## config.mk

```make
export PLATFORM = sky130hd
export DESIGN_NAME = wprf_ctrl
export DESIGN_NICKNAME = d
export VERILOG_FILES = /design/src/rtl/wprf_pkg.sv /design/src/rtl/wprf_ctrl.sv
export SDC_FILE = /design/constraint.sdc
export NUM_CORES = 1
export LEC_CHECK = 0
export BUFFER_PORTS_ARGS = -buffer_cell sky130_fd_sc_hd__buf_4
export CELL_PAD_IN_SITES_DETAIL_PLACEMENT = 0
export CELL_PAD_IN_SITES_GLOBAL_PLACEMENT = 1
export CORE_AREA = 5 5 42 44
export CTS_CLUSTER_DIAMETER = 100
export DETAILED_ROUTE_END_ITERATION = 12
export DIE_AREA = 0 0 47 49
export PLACE_DENSITY = 0.58
export SYNTH_ARGS = -nofsm -noshare
export SYNTH_HDL_FRONTEND = slang
export SYNTH_SLANG_ARGS = --single-unit
```

## constraint.sdc

```tcl
create_clock -name clk -period 2.6 [get_ports clk]
set_input_delay 0.26 -clock clk [delete_from_list [all_inputs] [get_ports clk]]
set_output_delay 0.26 -clock clk [all_outputs]
set_load 0.1 [all_outputs]
```

## src/rtl/wprf_pkg.sv

```systemverilog
`timescale 1ns / 1ps
// ----------------------------------------------------------------------------
// wprf_pkg: shared types and constants
// Beat structs, protocol numbers and header offsets for the rule filter.
// ----------------------------------------------------------------------------
package wprf_pkg;

  localparam int RULE_COUNT_DEF = 256;

  localparam logic [7:0] PROTO_TCP = 8'd6;
  localparam logic [7:0] PROTO_UDP = 8'd17;
  localparam logic       DIR_EGRESS = 1'b1;

  localparam logic [15:0] OFS_PROTO    = 16'd23;
  localparam logic [15:0] OFS_SA_FIRST = 16'd26;
  localparam logic [15:0] OFS_SA_LAST  = 16'd29;
  localparam logic [15:0] OFS_DA_FIRST = 16'd30;
  localparam logic [15:0] OFS_DA_LAST  = 16'd33;
  localparam logic [15:0] OFS_PT_FIRST = 16'd34;
  localparam logic [15:0] OFS_PT_LAST  = 16'd37;
  localparam logic [15:0] IP_HDR_END   = 16'd34;
  localparam logic [15:0] TCP_HDR_END  = 16'd54;
  localparam logic [15:0] UDP_HDR_END  = 16'd42;
  localparam logic [15:0] SIZE_MAX     = 16'hFFFF;

  localparam logic FUNC_RULE = 1'b0;

  typedef struct packed {
    logic        func;
    logic [7:0]  rule_index;
    logic        rule_enable;
    logic [31:0] rule_src_addr;
    logic [15:0] rule_src_port;
    logic [15:0] rule_dst_port;
    logic [7:0]  rule_proto;
    logic        rule_dir;
    logic [7:0]  frame_byte;
    logic        frame_end;
    logic        frame_dir;
  } in_beat_t;

  typedef struct packed {
    logic        drop;
    logic        headers_ok;
    logic        matched;
    logic [7:0]  match_index;
    logic        out_dir;
    logic [31:0] src_addr;
    logic [31:0] dst_addr;
    logic [15:0] src_port;
    logic [15:0] dst_port;
    logic [7:0]  proto;
    logic [15:0] frame_size;
  } out_beat_t;

  typedef struct packed {
    logic rule_wr;
    logic byte_in;
    logic scan_start;
    logic scan_step;
    logic finish;
  } cmd_t;

  typedef struct packed {
    logic headers_ok;
    logic hit;
    logic scan_last;
  } status_t;

endpackage

```

## src/rtl/wprf_ctrl.sv

```systemverilog
`timescale 1ns / 1ps
// ----------------------------------------------------------------------------
// wprf_ctrl: sequencing state machine
// Accepts beats, launches the rule scan at frame end and issues the result.
// ----------------------------------------------------------------------------
module wprf_ctrl (
  input  logic              clk,
  input  logic              rst,
  input  logic              start,
  input  logic              func,
  input  logic              frame_end,
  input  wprf_pkg::status_t status,
  output wprf_pkg::cmd_t    cmd,
  output logic              busy,
  output logic              done
);
  import wprf_pkg::*;

  typedef enum logic [1:0] {S_IDLE, S_PREP, S_SCAN, S_FIN} state_t;
  state_t state;

  wire take = start && !busy;

  always_comb begin
    cmd = '0;
    cmd.rule_wr    = take && func == FUNC_RULE;
    cmd.byte_in    = take && func != FUNC_RULE;
    cmd.scan_start = (state == S_PREP);
    cmd.scan_step  = (state == S_SCAN);
    cmd.finish     = (state == S_FIN) ||
                     (state == S_SCAN && (status.scan_last || !status.headers_ok));
  end

  always_ff @(posedge clk) begin
    if (rst) begin
      state <= S_IDLE;
      busy  <= 1'b0;
      done  <= 1'b0;
    end else begin
      done <= cmd.finish;
      case (state)
        S_IDLE: begin
          if (cmd.byte_in && frame_end) begin
            state <= S_PREP;
            busy  <= 1'b1;
          end
        end
        S_PREP: state <= S_SCAN;
        S_SCAN: begin
          if (cmd.finish) begin
            state <= S_IDLE;
            busy  <= 1'b0;
          end
        end
        S_FIN: begin
          state <= S_IDLE;
          busy  <= 1'b0;
        end
        default: state <= S_IDLE;
      endcase
    end
  end

endmodule

```

==> run_results.csv, run 1 <==
group,metric,value,unit
sta,slew_headroom,0.8139,
global_routing,grt_usage,0.05489,
global_routing,overflow,0,
cts,clock_sinks,4,
synthesis,yosys.area_share.simple,0.3972,
global_routing,antenna_found_initial,0,
cts,clockRootBuffer,"clkbuf_4",
synthesis,synth.avg_cell_area,9.285,sq um
power_and_ir_drop,p_per_area,605.5,nW/um^2
detailed_routing,top_layer,"met3",
synthesis,synth_fa_ha_area_frac,0,
detailed_routing,vias,190,
synthesis,yosysMostFrequentCell,"nor2_1",
final_layout,fin_nets,45,
synthesis,synth_common_cells,"5 x nor2_1, 4 x dfxtp_1",
power_and_ir_drop,clkPwrFrac,0.399,
sta,hold_viol_final,0,
die,rows,14,
synthesis,async_flop_share,0,
power_and_ir_drop,p_int,130.4,uW
setup_path,required,2.34,ns
power_and_ir_drop,swShare,0.3303,
final_layout,drive_above_1_share,0.5714,
power_and_ir_drop,pwr-share-seq,0.336,
die,num_io_pins,15,
setup_path,start_kind,"flop",
sta,tightest_slew,0.2815,ns
synthesis,syn_inst,19,
setup_path,critPathArrivalTime,1.17,ns
detailed_routing,wl_per_cell,9.490,microns
die,core,1401,sq um
global_routing,grt_pass1_wl,869,microns
die,fp.dieW,47,microns
global_routing,grt_max_degree,5,
cts,insertion_delay,0.24,ns
cts,post_cts_resized,0,
synthesis,synthFlopType,"dfxtp_1",
sta,period_needed,1.427,ns
setup_path,crit_fanout,4,
final_layout,finalNonFillerCells,51,
final_layout,antenna_cells,0,
synthesis,netlist_top_cells_area,"dfxtp_1 45%, nor2_1 11%, nor3b_4 11%",
sta,finalSetupViolCount,0,
sta,fin_worst_skew,0.006321,ns
placement,placed_cells,48,
cts,cts_buffers,3,
sta,rsz0062_at_grt,"false",
global_routing,grt_pass1_vias,212,
flow_run,drv_cap,0,
detailed_routing,wl_met3,90,microns
detailed_routing,drt-initial-drc-count,0,
synthesis,synth_compound_area_frac,0.1277,
cts,clockBufferDepth,2,
synthesis,synth-warning-count,0,
status,outcome,"finished clean",
detailed_routing,drt-pass1-iter-count,1,
synthesis,synth_top_area_frac,0.4539,
cts,cts.clk_slew.worst_paths,0.04,ns
final_layout,final_core_util,0.2295,
synthesis,synth_edf_count,0,
synthesis,yosys.area.top_type,"dfxtp_1",
die,fp.dieH,49,microns
cts,post_cts.repair.setup_buffers,0,
synthesis,synth_mux_area_frac,0,
sta,tns,0,ns
final_layout,fill_cells,164,
synthesis,synth_fp_nets,27,
synthesis,synth_top_family_by_area,"simple AND/OR/NAND/NOR gates",
sta,period_share,0.5490,
power_and_ir_drop,p_leak,0.1477,nW
detailed_routing,drtAntennaViolNets,0,
power_and_ir_drop,irDropWorstVdd,0.0001813,V
power_and_ir_drop,p_sw,64.31,uW
placement,hpwl,403,microns
die,start_util,0.1259,
synthesis,syn_area,176.4,sq um
worst_hold_path,hold_path_class,"in -> reg",
cts,htree_levels,1,
cts,cts_tree,"built",
placement,gp_congestion,0.6216,
setup_path,worstSetupEndpointType,"output pin",
cts,holdBufCountCts,0,
power_and_ir_drop,power,194.7,uW
synthesis,ys_types,12,
placement,portBuffers,13,
synthesis,ys_seq_area_frac,0.4539,
detailed_routing,wl_met2,149,microns
detailed_routing,viasPerCell,3.725,
detailed_routing,drt-total-wl,484,microns
sta,fmax,700.5,MHz
detailed_routing,remaining_drc_errors,0,
die,die_area,2303,sq um
power_and_ir_drop,combPwrFrac,0.265,
setup_path,critPathKind,"reg -> out",
synthesis,ys_ff_latch,4,
detailed_routing,drt-met1-wl,244,microns
final_layout,area_delta_synth_final,82.27,%
sta,drv_slew,0,
synthesis,synth_xor_area_frac,0,
-- routing by layer --
layer	vias to the layer above	track usage
li1	97	-
met1	80	0.07456
met2	13	0.05882
met3	0	0.03321
met4	0	0.04147
met5	-	0
-- through the flow --
step / hold WS [ns] / instance area [sq um] / setup WS [ns]
detailed placement: 0.4520 / 299.0 / 1.401
global route: 0.2035 / 321.6 / 1.114
finish: 0.2071 / 321.6 / 1.173
global placement: 0.4528 / 299.0 / 1.390
CTS: 0.1972 / 321.6 / 1.152
floorplan: 0.3224 / 181.4 / 0.3091
-- kinds of logic after synthesis --
logic type	after synthesis
AO/OA/AOI/OAI	3
buffers and inverters	1
flip-flops	4
AND/OR/NAND/NOR	11
-- path summary, 6_finish.rpt --
| path | to | slack, ns | depth (start not counted) | from |
|---|---|---|---|---|
| setup / recovery | cmd[0] | 1.17 | 3 | state[0] |
| hold / removal | busy | 0.21 | 2 | rst |
| hold reg to reg | busy | 0.50 | 2 | busy |
| setup reg to reg | busy | 1.71 | 3 | state[0] |
-- sequential cells by signal, indices dropped and copies added (netlist names) --
name and count:
state 2, busy 1, done 1
-- critical path: stages (launching register included) --
cell and delay (ns):
dfxtp_1 0.34, nor3b_4 0.29, nor2_1 0.07, buf_4 0.23
-- cell usage in the layout (no fill, tap or decap), drive strengths merged --
master / count
a21oi: 2
and3b: 1
buf: 13
clkbuf: 3
dfxtp: 4
inv: 1
nand3: 1
nor2: 5
nor2b: 1
nor3: 1
nor3b: 2
o21ai: 1
-- power by group through the flow --
stage / Sequential (mW) / Clock, mW / Combinational [mW]
finish: 0.0654 / 0.0776 / 0.0517
floorplan: 0.0732 / 0 / 0.0295
global route: 0.0657 / 0.0856 / 0.0544
global placement: 0.0663 / 0 / 0.0522
CTS: 0.0654 / 0.0821 / 0.0522
detailed placement: 0.0664 / 0 / 0.0521
-- layout make-up --
class / instances / area [sq um] / area share
tap: 16 / 20.02 / 0.06226
timing repair buffer: 13 / 97.59 / 0.3035
clock buffer: 3 / 22.52 / 0.07004
sequential: 4 / 80.08 / 0.2490
inverter: 1 / 3.754 / 0.01167
multi-input combinational: 14 / 97.59 / 0.3035
Power figures use the tool's default switching activity.
==> inputs of run 2 (changes only) <==
PLACE_DENSITY = 0.59   (was 0.58)
clock period = 1.2 ns   (was 2.6 ns; I/O delays follow)
==> run 2 against run 1 <==
  * The flow now finishes with violations (setup timing)
  * Via count rose by 3.2%
  * Non-clock buffer count rose by 1
  * Power increased by 140%
  * Critical endpoint is now cmd[3]
==> run_results.csv, run 2 (same netlist as run 1, synthesis figures left out) <==
group,metric,value,unit
sta,finalSetupViolCount,1,
detailed_routing,drt-total-wl,511,microns
cts,cts.clk_slew.worst_paths,0.05,ns
power_and_ir_drop,irDropWorstVdd,0.0004622,V
final_layout,antenna_cells,0,
global_routing,antenna_found_initial,0,
detailed_routing,remaining_drc_errors,0,
setup_path,worstRegToRegCells,3,
cts,clock_sinks,4,
sta,tightest_slew,0.2799,ns
final_layout,fill_cells,159,
worst_hold_path,hold_path_class,"in -> reg",
cts,clockBufferDepth,2,
setup_path,critPathKind,"reg -> out",
setup_path,reg2reg_setup_slack,0.26,ns
setup_path,cpLargestDelayFamily,"flip-flops",
final_layout,area_delta_synth_final,133.3,%
worst_hold_path,min_to,"busy",
sta,fin_worst_skew,0.01191,ns
die,rows,14,
die,start_util,0.1259,
die,fp.dieW,47,microns
power_and_ir_drop,power,464.1,uW
detailed_routing,drt-pass1-iter-count,4,
detailed_routing,drt-initial-drc-count,3,
cts,clockRootBuffer,"clkbuf_4",
setup_path,start_kind,"flop",
global_routing,grt_pass1_wl,848,microns
setup_path,crit_path_top_delay_cell,"dfxtp_4",
power_and_ir_drop,p_per_area,1128,nW/um^2
placement,place_ws,0.1459,ns
detailed_routing,drtAntennaViolNets,0,
sta,rsz0062_at_grt,"true",
cts,cts_tree,"built",
cts,htree_levels,1,
final_layout,largest_reg_flops,2,
sta,period_needed,1.213,ns
status,violations,"setup timing",
worst_hold_path,min_from,"rst",
placement,portBuffers,13,
die,die_area,2303,sq um
sta,drv_slew,0,
power_and_ir_drop,p_leak,0.1657,nW
setup_path,worstReg2RegEnd,"busy",
global_routing,grt_usage,0.05423,
setup_path,cp.buffers_inverters,1,
global_routing,grt_pass1_vias,226,
final_layout,drive_above_1_share,0.8108,
final_layout,top_regs,"state (2), busy (1), done (1)",
sta,hold_viol_final,0,
global_routing,grt_max_degree,5,
final_layout,mostFrequentLayoutCells,"9 x buf_4, 3 x nor2_1, 3 x clkbuf_4, 3 x buf_12",
setup_path,worstSetupEndpointType,"output pin",
sta,setup_ws,-0.01285,ns
die,fp.dieH,49,microns
final_layout,top_register,"state",
final_layout,final_core_util,0.2938,
sta,fmax,824.5,MHz
final_layout,final_common_cell,"buf_4",
detailed_routing,vias,196,
cts,insertion_delay,0.24,ns
setup_path,required,1.08,ns
sta,slew_headroom,0.8149,
placement,gp_congestion,0.6669,
setup_path,r2r-start,"busy",
sta,period_share,1.011,
setup_path,crit_fanout,4,
status,outcome,"complete, but fails checks",
setup_path,crit_chain,"and3b_4, buf_12",
cts,cts_buffers,3,
detailed_routing,wl_per_cell,9.642,microns
die,num_io_pins,15,
setup_path,cpPeakStageDelay,0.36,ns
placement,hpwl,416,microns
final_layout,fin_nets,46,
worst_hold_path,worstHoldPathCells,2,
die,core,1401,sq um
setup_path,critPathArrivalTime,1.09,ns
global_routing,overflow,0,
flow_run,drv_cap,0,
detailed_routing,viasPerCell,3.698,
run 2: cell count changes in the layout (fill, tap and decap cells not counted), sizes merged:
cell / previous run / this run
clkbuf: 3 / 4
buf: 13 / 14
run 2: worst reg2reg max path, delay by kind of cell (launching register included):
kind               cells  cell delay [ns]
and+or+nand+nor        2             0.40
DFF                    1             0.36
AOI/OAI and AO/OA      1             0.11
run 2: timing repair:
action	4_1_cts	5_1_grt
gates resized for setup	10	3
endpoints found under the setup margin	5	3
pin swaps	1	1
setup buffers	1	0
hold buffers	0	0
run 2: per-layer routing:
layer | part of all wire | vias to the layer above | global-route usage
met1 | 0.38 | 81 | 0.05495
met5 | 0 | - | 0
li1 | - | 102 | -
met3 | 0.13 | 0 | 0.02583
met2 | 0.49 | 13 | 0.07466
met4 | 0 | 0 | 0.05530
run 2: power breakdown:
part           internal, mW  switching (mW)
sequential            0.137         0.00577
clock                 0.125          0.0615
combinational        0.0511          0.0838
run 2: how the worst max path moves through the flow:
stage	startpoint	slack, ns	end	cells after the start
floorplan	state[1]	-0.24	cmd[0]	2
global placement	busy	0.16	cmd[3]	2
detailed placement	state[1]	0.15	cmd[0]	3
CTS	busy	-0.03	cmd[3]	2
global route	busy	-0.04	cmd[3]	2
finish	busy	-0.01	cmd[3]	2
run 2: cell type report:
type	instances	area, sq um	share of cell area
repair buffers	14	150.1	0.3647
multi-input cells	14	125.1	0.3040
flip-flops and latches	4	86.33	0.2097
clock buffers	4	26.28	0.06383
well taps	16	20.02	0.04863
inverters	1	3.754	0.009119
run 2: metrics by stage:
stage	cell area (sq um)	hold WS, ns	std cells	TNS (ns)
after floorplan	214.0	0.1733	19	-0.8964
after global placement	331.6	0.2938	48	0
after detailed placement	331.6	0.2984	48	0
after CTS	402.9	0.03778	53	-0.02682
after global routing	411.6	0.03445	53	-0.04021
final	411.6	0.04899	53	-0.01285
==> inputs of run 3 (changes only) <==
==> constraint.sdc (replaced) <==
create_clock -name clk -period 1.2 [get_ports clk]
set_input_delay 0.12 -clock clk [delete_from_list [all_inputs] [get_ports clk]]
set_output_delay 0.12 -clock clk [all_outputs]
set_load 0.02 [all_outputs]
==> run 3 against run 2 <==
  * The run now ends clean
  * Die area stayed put
  * Largest power group unchanged
  * Cell area shrank 21%
  * Non-clock buffer count stayed put
  * Worst setup slack better by 0.093 ns
  * Via count fell by 5.1%
  * Critical path depth did not move
  * Sequential power hardly changed
  * Fmax rose by 8.4%
  * Combinational power decreased by 54%
==> run_results.csv, run 3 (same netlist as run 1, synthesis figures left out) <==
group,metric,value,unit
final_layout,top_register,"state",
setup_path,worstRegToRegCells,4,
sta,fmax,893.4,MHz
final_layout,area_delta_synth_final,83.69,%
cts,clock_sinks,4,
die,num_io_pins,15,
die,fp.dieW,47,microns
final_layout,fin_nets,46,
power_and_ir_drop,irDropWorstVdd,0.0002791,V
global_routing,overflow,0,
final_layout,drive_above_1_share,0.5556,
final_layout,mostFrequentLayoutCells,"14 x buf_4, 5 x nor2_1, 4 x dfxtp_1",
setup_path,worstReg2RegEnd,"busy",
setup_path,crit_fanout,4,
final_layout,final_core_util,0.2313,
sta,fin_worst_skew,0.004053,ns
cts,insertion_delay,0.23,ns
cts,clockBufferDepth,2,
cts,cts.clk_slew.worst_paths,0.04,ns
detailed_routing,wl_per_cell,9.692,microns
die,rows,14,
die,die_area,2303,sq um
sta,drv_slew,0,
sta,slew_headroom,0.8707,
setup_path,required,1.08,ns
placement,portBuffers,13,
sta,hold_viol_final,0,
cts,holdBufCountCts,0,
detailed_routing,drtAntennaViolNets,0,
detailed_routing,remaining_drc_errors,0,
setup_path,crit_start,"state[0]",
final_layout,antenna_cells,0,
setup_path,cp-endpoint,"cmd[2]",
worst_hold_path,worstHoldPathCells,2,
placement,place_area,294.0,sq um
global_routing,antenna_found_initial,0,
sta,tightest_slew,0.1937,ns
detailed_routing,viasPerCell,3.577,
detailed_routing,drt-total-wl,504,microns
final_layout,top_regs,"state (2), busy (1), done (1)",
placement,hpwl,399.9,microns
setup_path,reg2reg_setup_slack,0.27,ns
sta,tns,0,ns
detailed_routing,drt-pass1-iter-count,2,
flow_run,drv_cap,0,
global_routing,grt_pass1_vias,201,
sta,finalSetupViolCount,0,
detailed_routing,vias,186,
cts,post_cts.repair.setup_buffers,1,
sta,rsz0062_at_grt,"false",
cts,cts_tree,"built",
global_routing,grt_max_degree,5,
final_layout,fill_cells,167,
placement,gp_congestion,0.6580,
final_layout,largest_reg_flops,2,
power_and_ir_drop,p_per_area,1149,nW/um^2
setup_path,critPathArrivalTime,1.00,ns
final_layout,fin_area,324.1,sq um
cts,cts_buffers,3,
die,core,1401,sq um
power_and_ir_drop,power,372.3,uW
global_routing,grt_usage,0.05559,
sta,period_needed,1.119,ns
power_and_ir_drop,p_leak,0.1506,nW
status,outcome,"finished clean",
die,start_util,0.1259,
sta,period_share,0.9328,
setup_path,start_kind,"flop",
die,fp.dieH,49,microns
cts,clockRootBuffer,"clkbuf_4",
setup_path,worstSetupEndpointType,"output pin",
setup_path,critPathKind,"reg -> out",
cts,htree_levels,1,
global_routing,grt_pass1_wl,883,microns
cts,post_cts_resized,0,
detailed_routing,drt-initial-drc-count,1,
setup_path,r2r-start,"state[0]",
final_layout,final_common_cell,"buf_4",
worst_hold_path,hold_path_class,"in -> reg",
==> run 3: worst max-delay path, cell delays in order, from the launching register on <==
cell	delay, ns
dfxtp_1	0.41
nor2b_1	0.20
buf_4	0.16
==> run 3: power by group <==
group          internal [mW]  leakage, nW  switching, mW
clock network          0.112       0.0138         0.0562
logic                 0.0345        0.104         0.0280
registers              0.137       0.0325        0.00420
total                  0.284        0.151         0.0884
==> run 3: through the flow <==
stage,setup slack (ns),hold WS [ns],instances
final,0.08064,0.06388,52
after global routing,0.01558,0.06724,52
after CTS,0.06627,0.05396,52
after detailed placement,0.2317,0.3108,48
after global placement,0.2257,0.3107,48
after floorplan,0.1302,0.1824,19
==> run 3: final cells by class <==
type / instances / area, sq um / area share
Clock buffer: 3 / 22.52 / 0.06950
Timing Repair Buffer: 14 / 105.1 / 0.3243
Sequential cell: 4 / 80.08 / 0.2471
Inverter: 1 / 3.754 / 0.01158
Multi-Input combinational cell: 14 / 92.59 / 0.2857
Tap cell: 16 / 20.02 / 0.06178
==> run 3: worst min-delay path by stage <==
stage / to / from / slack, ns
detailed placement: busy / rst / 0.31
floorplan: busy / rst / 0.18
global route: busy / rst / 0.07
global placement: busy / rst / 0.31
finish: busy / rst / 0.06
CTS: busy / rst / 0.05
==> run 3: layer usage <==
layer  share of wire  global-route usage  up-vias
met2            0.33             0.05204       13
li1                -                   -       99
met1            0.49             0.07895       74
met3            0.18             0.04059        0
met4               0             0.04147        0
met5               0                   0        -
